==> config.mk <==
export PLATFORM = sky130hd
export DESIGN_NAME = fixed_point_alu
export DESIGN_NICKNAME = d
export VERILOG_FILES = /design/src/hw/rtl/fpa_pkg.sv /design/src/hw/rtl/fpa_front.sv /design/src/hw/rtl/fpa_cmdq.sv /design/src/hw/rtl/fpa_back.sv /design/src/hw/rtl/fixed_point_alu.sv
export SDC_FILE = /design/constraint.sdc
export NUM_CORES = 2
export LEC_CHECK = 0
export BUFFER_PORTS_ARGS = -buffer_cell sky130_fd_sc_hd__buf_2
export CAP_MARGIN = 20
export CORE_MARGIN = 2
export CORE_UTILIZATION = 45
export DETAILED_ROUTE_END_ITERATION = 8
export SYNTH_ARGS = -nofsm -noshare
export SYNTH_HDL_FRONTEND = slang
export SYNTH_HIERARCHICAL = 1
export SYNTH_SLANG_ARGS = --single-unit
==> constraint.sdc <==
create_clock -name i_clk -period 9.55 [get_ports i_clk]
set_input_delay 0 -clock i_clk [delete_from_list [all_inputs] [get_ports i_clk]]
set_output_delay 0 -clock i_clk [all_outputs]
set_load 0.02 [all_outputs]
==> src/hw/rtl/fpa_pkg.sv <==
// Shared types, operation codes and constants of the fixed-point ALU.
`timescale 1ns / 1ps
package fpa_pkg;

    // Number of fraction bits in a raw value.
    localparam int FRAC_BITS = 8;

    // Command queue between front and back.
    localparam int CMDQ_DEPTH = 4;
    localparam int CMDQ_AW    = 2;

    // Result queue at the output of the back part.
    localparam int OUTQ_DEPTH = 4;
    localparam int OUTQ_AW    = 2;

    // Quotient bits produced by the divider, one per cycle.
    localparam int DIV_STEPS  = 64;

    typedef enum logic [3:0] {
        OP_ADD      = 4'd0,
        OP_SUB      = 4'd1,
        OP_MUL      = 4'd2,
        OP_DIV      = 4'd3,
        OP_LT       = 4'd4,
        OP_GT       = 4'd5,
        OP_LE       = 4'd6,
        OP_GE       = 4'd7,
        OP_EQ       = 4'd8,
        OP_NE       = 4'd9,
        OP_MIN      = 4'd10,
        OP_MAX      = 4'd11,
        OP_INC      = 4'd12,
        OP_DEC      = 4'd13,
        OP_FROM_INT = 4'd14,
        OP_TO_INT   = 4'd15
    } t_op;

    // How the back part has to treat a command.
    typedef enum logic [1:0] {
        CL_PLAIN = 2'd0,
        CL_DIV   = 2'd1,
        CL_DZ    = 2'd2
    } t_class;

    typedef struct packed {
        t_op                op;
        t_class             cls;
        logic signed [31:0] a;
        logic signed [31:0] b;
    } t_cmd;

    typedef struct packed {
        logic signed [31:0] value;
        logic               cmp;
        logic               dz;
    } t_res;

    // Status of the command queue as seen by its neighbours.
    typedef struct packed {
        logic full;
        logic empty;
    } t_qstat;

endpackage

==> src/hw/rtl/fpa_front.sv <==
// Front part: input register that accepts beats and classifies each command.
`timescale 1ns / 1ps
module fpa_front (
    input  logic               i_clk,
    input  logic               i_rst_n,
    input  logic               push,
    output logic               full,
    input  logic [3:0]         i_operation,
    input  logic signed [31:0] i_operand_a,
    input  logic signed [31:0] i_operand_b,
    input  fpa_pkg::t_qstat    i_qstat,
    output logic               o_wr,
    output fpa_pkg::t_cmd      o_cmd
);
    import fpa_pkg::*;

    logic   r_valid;
    logic   n_valid;
    t_cmd   r_cmd;
    t_cmd   n_cmd;
    logic   accept;

    // The register moves on whenever the queue takes its beat.
    assign o_wr   = r_valid && !i_qstat.full;
    assign full   = r_valid && i_qstat.full;
    assign accept = push && !full;
    assign o_cmd  = r_cmd;

    // Classification: a divide with a zero divisor needs no divider.
    always_comb begin
        n_valid = r_valid;
        n_cmd   = r_cmd;
        if (o_wr) begin
            n_valid = 1'b0;
        end
        if (accept) begin
            n_valid   = 1'b1;
            n_cmd.op  = t_op'(i_operation);
            n_cmd.a   = i_operand_a;
            n_cmd.b   = i_operand_b;
            n_cmd.cls = CL_PLAIN;
            if (t_op'(i_operation) == OP_DIV) begin
                n_cmd.cls = (i_operand_b == 32'sd0) ? CL_DZ : CL_DIV;
            end
        end
    end

    always_ff @(posedge i_clk) begin
        if (!i_rst_n) begin
            r_valid <= 1'b0;
        end else begin
            r_valid <= n_valid;
        end
        r_cmd <= n_cmd;
    end

endmodule

==> src/hw/rtl/fpa_cmdq.sv <==
// Short command queue that decouples the front part from the back part.
`timescale 1ns / 1ps
module fpa_cmdq (
    input  logic            i_clk,
    input  logic            i_rst_n,
    input  logic            i_wr,
    input  fpa_pkg::t_cmd   i_cmd,
    input  logic            i_rd,
    output fpa_pkg::t_cmd   o_cmd,
    output fpa_pkg::t_qstat o_qstat
);
    import fpa_pkg::*;

    t_cmd               r_mem [CMDQ_DEPTH];
    logic [CMDQ_AW-1:0] r_wp;
    logic [CMDQ_AW-1:0] r_rp;
    logic [CMDQ_AW:0]   r_cnt;
    logic               wr_ok;
    logic               rd_ok;

    assign o_qstat.full  = (r_cnt == (CMDQ_AW+1)'(CMDQ_DEPTH));
    assign o_qstat.empty = (r_cnt == '0);
    assign wr_ok = i_wr && !o_qstat.full;
    assign rd_ok = i_rd && !o_qstat.empty;
    assign o_cmd = r_mem[r_rp];

    // Pointers and fill count.
    always_ff @(posedge i_clk) begin
        if (!i_rst_n) begin
            r_wp  <= '0;
            r_rp  <= '0;
            r_cnt <= '0;
        end else begin
            if (wr_ok) begin
                r_wp <= r_wp + 1'b1;
            end
            if (rd_ok) begin
                r_rp <= r_rp + 1'b1;
            end
            if (wr_ok && !rd_ok) begin
                r_cnt <= r_cnt + 1'b1;
            end else if (rd_ok && !wr_ok) begin
                r_cnt <= r_cnt - 1'b1;
            end
        end
    end

    // Storage.
    always_ff @(posedge i_clk) begin
        if (wr_ok) begin
            r_mem[r_wp] <= i_cmd;
        end
    end

endmodule

==> src/hw/rtl/fpa_back.sv <==
// Back part: execute stage, serial divider and result queue.
`timescale 1ns / 1ps
module fpa_back (
    input  logic               i_clk,
    input  logic               i_rst_n,
    input  fpa_pkg::t_cmd      i_cmd,
    input  fpa_pkg::t_qstat    i_qstat,
    output logic               o_rd,
    output logic               empty,
    input  logic               pop,
    output logic signed [31:0] o_value,
    output logic               o_compare_true,
    output logic               o_divide_by_zero
);
    import fpa_pkg::*;

    // Execute stage register.
    logic               r_s1v;
    logic               n_s1v;
    logic               r_s1_mul;
    logic               n_s1_mul;
    logic signed [63:0] r_s1_prod;
    logic signed [63:0] n_s1_prod;
    t_res               r_s1_res;
    t_res               n_s1_res;

    // Divider state.
    logic               r_busy;
    logic               n_busy;
    logic [6:0]         r_dcnt;
    logic [6:0]         n_dcnt;
    logic [63:0]        r_num;
    logic [63:0]        n_num;
    logic [32:0]        r_rem;
    logic [32:0]        n_rem;
    logic [31:0]        r_den;
    logic [31:0]        n_den;
    logic               r_neg;
    logic               n_neg;

    // Result queue.
    t_res               r_oq [OUTQ_DEPTH];
    logic [OUTQ_AW-1:0] r_owp;
    logic [OUTQ_AW-1:0] r_orp;
    logic [OUTQ_AW:0]   r_ocnt;

    logic               space;
    logic               div_done;
    logic               oq_pop;
    logic [32:0]        rem_sh;
    logic [33:0]        diff;
    logic signed [63:0] num_s;
    logic [63:0]        num_mag;
    logic [63:0]        quo;
    t_res               s2_res;
    logic signed [63:0] prod_sh;

    // One beat may be in the execute stage, so reserve a slot for it.
    assign space    = ({1'b0, r_ocnt} + {{OUTQ_AW+1{1'b0}}, r_s1v})
                      < (OUTQ_AW+2)'(OUTQ_DEPTH);
    assign div_done = r_busy && (r_dcnt == 7'(DIV_STEPS));
    assign o_rd     = !i_qstat.empty && !r_busy && space;

    // Divider datapath: one restoring step per cycle.
    assign rem_sh  = {r_rem[31:0], r_num[63]};
    assign diff    = {1'b0, rem_sh} - {2'b00, r_den};
    assign num_s   = 64'(i_cmd.a) <<< FRAC_BITS;
    assign num_mag = num_s[63] ? 64'(-num_s) : 64'(num_s);
    assign quo     = r_neg ? (~r_num + 64'd1) : r_num;

    // Issue, execute and divider control.
    always_comb begin
        n_s1v     = 1'b0;
        n_s1_mul  = 1'b0;
        n_s1_prod = r_s1_prod;
        n_s1_res  = '0;
        n_busy    = r_busy;
        n_dcnt    = r_dcnt;
        n_num     = r_num;
        n_rem     = r_rem;
        n_den     = r_den;
        n_neg     = r_neg;
        if (r_busy && !div_done) begin
            n_dcnt = r_dcnt + 7'd1;
            if (!diff[33]) begin
                n_rem = diff[32:0];
                n_num = {r_num[62:0], 1'b1};
            end else begin
                n_rem = rem_sh;
                n_num = {r_num[62:0], 1'b0};
            end
        end else if (div_done && space) begin
            n_busy         = 1'b0;
            n_s1v          = 1'b1;
            n_s1_res.value = quo[31:0];
        end else if (o_rd) begin
            case (i_cmd.cls)
                CL_DIV: begin
                    n_busy = 1'b1;
                    n_dcnt = '0;
                    n_num  = num_mag;
                    n_rem  = '0;
                    n_den  = i_cmd.b[31] ? 32'(-i_cmd.b) : 32'(i_cmd.b);
                    n_neg  = i_cmd.a[31] ^ i_cmd.b[31];
                end
                CL_DZ: begin
                    n_s1v       = 1'b1;
                    n_s1_res.dz = 1'b1;
                end
                default: begin
                    n_s1v = 1'b1;
                    case (i_cmd.op)
                        OP_ADD:      n_s1_res.value = i_cmd.a + i_cmd.b;
                        OP_SUB:      n_s1_res.value = i_cmd.a - i_cmd.b;
                        OP_MUL: begin
                            n_s1_mul  = 1'b1;
                            n_s1_prod = 64'(i_cmd.a) * 64'(i_cmd.b);
                        end
                        OP_LT:       n_s1_res.cmp = (i_cmd.a < i_cmd.b);
                        OP_GT:       n_s1_res.cmp = (i_cmd.a > i_cmd.b);
                        OP_LE:       n_s1_res.cmp = (i_cmd.a <= i_cmd.b);
                        OP_GE:       n_s1_res.cmp = (i_cmd.a >= i_cmd.b);
                        OP_EQ:       n_s1_res.cmp = (i_cmd.a == i_cmd.b);
                        OP_NE:       n_s1_res.cmp = (i_cmd.a != i_cmd.b);
                        OP_MIN:      n_s1_res.value = (i_cmd.a > i_cmd.b) ? i_cmd.b : i_cmd.a;
                        OP_MAX:      n_s1_res.value = (i_cmd.a < i_cmd.b) ? i_cmd.b : i_cmd.a;
                        OP_INC:      n_s1_res.value = i_cmd.a + 32'sd1;
                        OP_DEC:      n_s1_res.value = i_cmd.a - 32'sd1;
                        OP_FROM_INT: n_s1_res.value = i_cmd.a <<< FRAC_BITS;
                        OP_TO_INT:   n_s1_res.value = i_cmd.a >>> FRAC_BITS;
                        default:     n_s1_res = '0;
                    endcase
                end
            endcase
        end
    end

    // Second half of the multiply: the scaling shift on the registered product.
    assign prod_sh = r_s1_prod >>> FRAC_BITS;
    always_comb begin
        s2_res = r_s1_res;
        if (r_s1_mul) begin
            s2_res.value = prod_sh[31:0];
        end
    end

    always_ff @(posedge i_clk) begin
        if (!i_rst_n) begin
            r_s1v  <= 1'b0;
            r_busy <= 1'b0;
        end else begin
            r_s1v  <= n_s1v;
            r_busy <= n_busy;
        end
        r_s1_mul  <= n_s1_mul;
        r_s1_prod <= n_s1_prod;
        r_s1_res  <= n_s1_res;
        r_dcnt    <= n_dcnt;
        r_num     <= n_num;
        r_rem     <= n_rem;
        r_den     <= n_den;
        r_neg     <= n_neg;
    end

    // Result queue: the oldest beat is shown while it is not empty.
    assign empty            = (r_ocnt == '0);
    assign oq_pop           = pop && !empty;
    assign o_value          = r_oq[r_orp].value;
    assign o_compare_true   = r_oq[r_orp].cmp;
    assign o_divide_by_zero = r_oq[r_orp].dz;

    always_ff @(posedge i_clk) begin
        if (!i_rst_n) begin
            r_owp  <= '0;
            r_orp  <= '0;
            r_ocnt <= '0;
        end else begin
            if (r_s1v) begin
                r_owp <= r_owp + 1'b1;
            end
            if (oq_pop) begin
                r_orp <= r_orp + 1'b1;
            end
            if (r_s1v && !oq_pop) begin
                r_ocnt <= r_ocnt + 1'b1;
            end else if (oq_pop && !r_s1v) begin
                r_ocnt <= r_ocnt - 1'b1;
            end
        end
    end

    always_ff @(posedge i_clk) begin
        if (r_s1v) begin
            r_oq[r_owp] <= s2_res;
        end
    end

endmodule

==> src/hw/rtl/fixed_point_alu.sv <==
// Top level of the fixed-point ALU: front part, command queue and back part.
//
//  Channel   Handshake        Payload
//  input     push / full      i_operation, i_operand_a, i_operand_b
//  result    empty / pop      o_value, o_compare_true, o_divide_by_zero
//
// Every operation but divide issues one beat per cycle while the result side keeps
// up; a result passes through the input register, command queue, execute stage
// and result queue.
// A divide is issued, runs a one-bit-per-cycle restoring divider, then hands
// the quotient on to the execute stage, and holds later commands behind it in
// the command queue.
// Reset is synchronous and active low and empties all queues.
// A stalled result side fills the result queue, then the command queue, then
// raises full.
`timescale 1ns / 1ps
module fixed_point_alu (
    input  logic               i_clk,
    input  logic               i_rst_n,
    input  logic               push,
    output logic               full,
    input  logic [3:0]         i_operation,
    input  logic signed [31:0] i_operand_a,
    input  logic signed [31:0] i_operand_b,
    output logic               empty,
    input  logic               pop,
    output logic signed [31:0] o_value,
    output logic               o_compare_true,
    output logic               o_divide_by_zero
);
    import fpa_pkg::*;

    t_cmd   front_cmd;
    t_cmd   head_cmd;
    t_qstat qstat;
    logic   q_wr;
    logic   q_rd;

    fpa_front u_front (
        .i_clk       (i_clk),
        .i_rst_n     (i_rst_n),
        .push        (push),
        .full        (full),
        .i_operation (i_operation),
        .i_operand_a (i_operand_a),
        .i_operand_b (i_operand_b),
        .i_qstat     (qstat),
        .o_wr        (q_wr),
        .o_cmd       (front_cmd)
    );

    fpa_cmdq u_cmdq (
        .i_clk   (i_clk),
        .i_rst_n (i_rst_n),
        .i_wr    (q_wr),
        .i_cmd   (front_cmd),
        .i_rd    (q_rd),
        .o_cmd   (head_cmd),
        .o_qstat (qstat)
    );

    fpa_back u_back (
        .i_clk            (i_clk),
        .i_rst_n          (i_rst_n),
        .i_cmd            (head_cmd),
        .i_qstat          (qstat),
        .o_rd             (q_rd),
        .empty            (empty),
        .pop              (pop),
        .o_value          (o_value),
        .o_compare_true   (o_compare_true),
        .o_divide_by_zero (o_divide_by_zero)
    );

`ifndef SYNTHESIS
    // A zero-divisor beat carries a zero value.
    a_dz_value: assert property (@(posedge i_clk) disable iff (!i_rst_n)
        (!empty && o_divide_by_zero) |-> (o_value == 32'sd0))
        else $error("divide-by-zero beat with non-zero value");

    // A beat with the compare flag set carries a zero value.
    a_cmp_value: assert property (@(posedge i_clk) disable iff (!i_rst_n)
        (!empty && o_compare_true) |-> (o_value == 32'sd0))
        else $error("comparison beat with non-zero value");

    // The two flags never come together.
    a_flags: assert property (@(posedge i_clk) disable iff (!i_rst_n)
        !empty |-> !(o_compare_true && o_divide_by_zero))
        else $error("comparison and divide-by-zero flags both set");

    // Directly after reset there is neither a result nor back-pressure.
    a_reset: assert property (@(posedge i_clk)
        !i_rst_n |=> (empty && !full))
        else $error("queues not empty after reset");
`endif

endmodule

==> summary.txt <==
=================================================================================================
Final hold violations ..............................................................            0
Horizontal die dimension ...........................................................       364 um
Die area ...........................................................................    0.133 mm2
Warnings from Yosys ................................................................            6
Skew final .........................................................................    0.0346 ns
Synth Area per Inst ................................................................     11.2 um2
DR vias ............................................................................        39624
Area inside the core boundary ......................................................    0.129 mm2
Maximum level of the CTS H-tree ....................................................            3
GRT Overall Usage ..................................................................        0.267
DRC violations left ................................................................            4
FFs w/ async S/R, synth ............................................................            0
Endpoint of the worst-slack reg-to-reg timing path ................................. u_back/r_s1_prod[38]
Dominant register cell in the synthesized netlist ..................................     edfxtp_1
Final Cycle Share ..................................................................        0.940
Number of CTS-inserted buffers .....................................................           76
Number of storage elements in the synthesis netlist ................................          710
Detailed-placement wirelength estimate .............................................       131 mm
Minimum clock period after layout ..................................................      8.98 ns
Setup slack on the worst flop-to-flop path .........................................      0.57 ns
Buffer levels on the longest clock path ............................................            3
Slew at the pin with the worst max-slew slack ......................................      1.19 ns
Sort of element at the end of the critical path ....................................         flop
Outcome ............................................................................ finished with violations
Filler Cells Inserted ..............................................................        11630
Synthesized Nets ...................................................................         6217
Most common cell after layout, fill and taps aside .................................        inv_1
Cell area after technology mapping .................................................   0.0584 mm2
Startpoint of the tightest hold check path ......................................... i_operand_b[16]
Count of cells along the worst register-to-register path ...........................           27
Highest attainable clock frequency .................................................      111 MHz
Area leader, netlist ...............................................................     edfxtp_1
Worst setup path end ............................................................... u_back/r_s1_prod[38]
Commonest cells after routing, fill and taps aside ................................. inv_1, edfxtp_1, fa_1, nand2_1, and2_1
Number of vias per cell after detailed routing .....................................         5.53
First-pass GRT wire length .........................................................       262 mm
Clock Pin Slew Worst Setup and Hold Paths ..........................................      0.06 ns
Count of port buffers added during placement .......................................          107
Number of cells produced by synthesis ..............................................         5212
Arrival @ worst endpoint ...........................................................      9.42 ns
Die boundary height ................................................................       364 um
Post-synth EDFFs ...................................................................          654
# IOs ..............................................................................          108
Data required time of the worst path ...............................................      9.99 ns
Pin count of the biggest net entering global routing ...............................           67
Initial antenna violation count ....................................................            4
Setup repair after global routing missed its margin ................................           no
Number of setup violations in the final report .....................................            0
Router iterations before antenna repair ............................................            9
Area share of the largest cell type after synthesis ................................        0.336
Fraction of final layout cells with drive strength greater than 1 ..................        0.104
Average detailed-routed wire length per instance ...................................      24.6 um
TritonCTS sink count ...............................................................          710
Number of routed nets with antenna violations ......................................            0
Class of the tightest hold or removal check ........................................       in2reg
Category of the most critical setup path ...........................................      reg2reg
Register area share after synthesis ................................................        0.356
Worst skew pair latency ............................................................      0.70 ns
Number of global-route vias before repair ..........................................        41020
Pre-CTS setup slack ................................................................     0.416 ns
Post-layout net count ..............................................................         6364
Critical Path Fanout Max ...........................................................           15
Initial core utilization ...........................................................        0.452
Maximum Capacitance Violations .....................................................            0
Startpoint types ...................................................................         flop
Violated checks .................................................................... design-rule violations
Number of distinct library cell variants in the gate-level netlist after synthesis .           86
Global route total overflow ........................................................            0
Setup TNS ..........................................................................         0 ns
Number of standard-cell rows in the floorplan ......................................          132
Number of slew-limit violations in the final report ................................            0
Routed WL ..........................................................................       176 mm
Synth top area cells ............................................................... edfxtp_1, fa_1, ha_1, inv_1, and2_1
TritonCTS clock tree ...............................................................         done
Placer congestion estimate .........................................................        0.978
Synthesis-to-layout area growth ....................................................        10.7%
Max_slew headroom ..................................................................        0.201
Drt first-iter violations ..........................................................         3020
Post-route setup slack .............................................................     0.573 ns
CTS Root Cell ......................................................................    clkbuf_16
=================================================================================================
[through the flow]
stage	cell area, um2	hold WS (ns)	utilization	std cells
after floorplan	58400	0.0989	-	5212
after global placement	61200	0.176	0.474	6927
after detailed placement	61200	0.178	0.474	6927
after CTS	64500	0.00195	0.499	7148
after global routing	64600	0.0348	0.500	7156
final	64600	0.0535	0.500	7159
[area by class of cell]
class | count | area [um2] | area share
multi-input cells | 3413 | 33500 | 0.518
inverters | 803 | 3010 | 0.0466
diodes | 3 | 7.51 | 0.000116
flip-flops and latches | 710 | 20800 | 0.321
clock inverters | 40 | 450 | 0.00697
clock buffers | 93 | 2010 | 0.0311
repair buffers | 355 | 2750 | 0.0425
well taps | 1742 | 2180 | 0.0337
[what timing repair did]
action / in CTS / in global routing
hold buffers: 88 / 0
endpoints found under the hold margin: 99 / 0
gates resized for setup: 0 / 2
setup buffers: 0 / 6
endpoints found under the setup margin: 0 / 1
[cells in the mapped netlist (19+ instances only)]
cell,number
o21ai_0,178
mux2_2,38
a21o_1,38
nand3_1,40
a21oi_1,121
xnor2_1,172
nand2_1,479
mux4_2,104
or3_1,27
o31ai_1,23
nor2b_1,31
fa_1,647
inv_1,799
a211oi_1,25
nor4_1,24
o21a_1,26
mux2i_1,60
nand2b_1,29
clkbuf_1,229
a31oi_1,19
dfxtp_1,56
ha_1,286
nor2_1,198
and2_1,420
buf_1,31
edfxtp_1,654
nor3_1,44
o22ai_1,33
nand4_1,20
xor2_1,114
[sequential cells by signal, indices dropped and copies added, names as in the netlist, named ones only]
| name | flops |
|---|---|
| u_back/r_den | 32 |
| u_back/r_s1v | 1 |
| u_back/r_s1_res | 34 |
| u_back/r_owp | 2 |
| u_cmdq/r_cnt | 3 |
| u_back/r_num | 64 |
| u_back/r_s1_prod | 32 |
| u_back/r_rem | 32 |
| u_back/r_busy | 1 |
| u_front/r_valid | 1 |
| u_front/o_cmd | 70 |
| u_back/r_orp | 2 |
| u_back/r_ocnt | 3 |
| u_back/r_s1_mul | 1 |
| u_cmdq/r_wp | 2 |
| u_back/r_oq | 136 |
| u_back/r_neg | 1 |
| u_back/r_dcnt | 7 |
| u_cmdq/r_rp | 2 |
| u_cmdq/r_mem | 280 |
[critical path, cell delays in order, from the launching register on]
cell and delay [ns]:
dfxtp_4 0.58, buf_16 0.21, mux4_2 0.75, and2_1 0.27
ha_1 0.30, fa_1 0.53, inv_1 0.05, fa_1 0.53
fa_1 0.62, inv_1 0.07, fa_1 0.50, inv_1 0.05
fa_1 0.53, inv_1 0.05, fa_1 0.49, fa_1 0.41
ha_1 0.33, a211oi_1 0.31, and3_1 0.22, a31oi_1 0.11
nor3b_1 0.19, a2111oi_1 0.44, buf_4 0.24, o21ai_0 0.16
a41oi_1 0.36, nand2b_1 0.14, a21oi_1 0.20, xnor2_1 0.08
[cell families after synthesis]
group	Yosys count	share of synthesized area
muxes	202	0.0578
DFF	710	0.356
buffers and inverters	1091	0.0730
AOI/OAI and AO/OA	615	0.0692
xor gates and xnor gates	286	0.0429
adders and majority gates	933	0.283
and+or+nand+nor	1375	0.118
[routing by layer]
layer  global-route usage  share of wire  vias up  wire, um
li1                     -              -    17564         -
met1                0.354           0.41    20209     72700
met2                0.433           0.47     1490     82300
met3               0.0448          0.068      357     12100
met4                0.118          0.052        4      9210
met5                    0        0.00014        -        25
[worst min path at each step]
stage	cells after the start	slack (ns)	endpoint
after CTS	2	0.002	u_front/o_cmd[51]
after global placement	1	0.18	u_front/o_cmd[55]
final	2	0.05	u_front/o_cmd[16]
after detailed placement	1	0.18	u_front/o_cmd[50]
after floorplan	0	0.1	u_front/o_cmd[0]
after global routing	2	0.03	u_front/o_cmd[56]
Power is not shown: default switching activity piles up to over one toggle a cycle in this logic, so the estimate is an artifact.
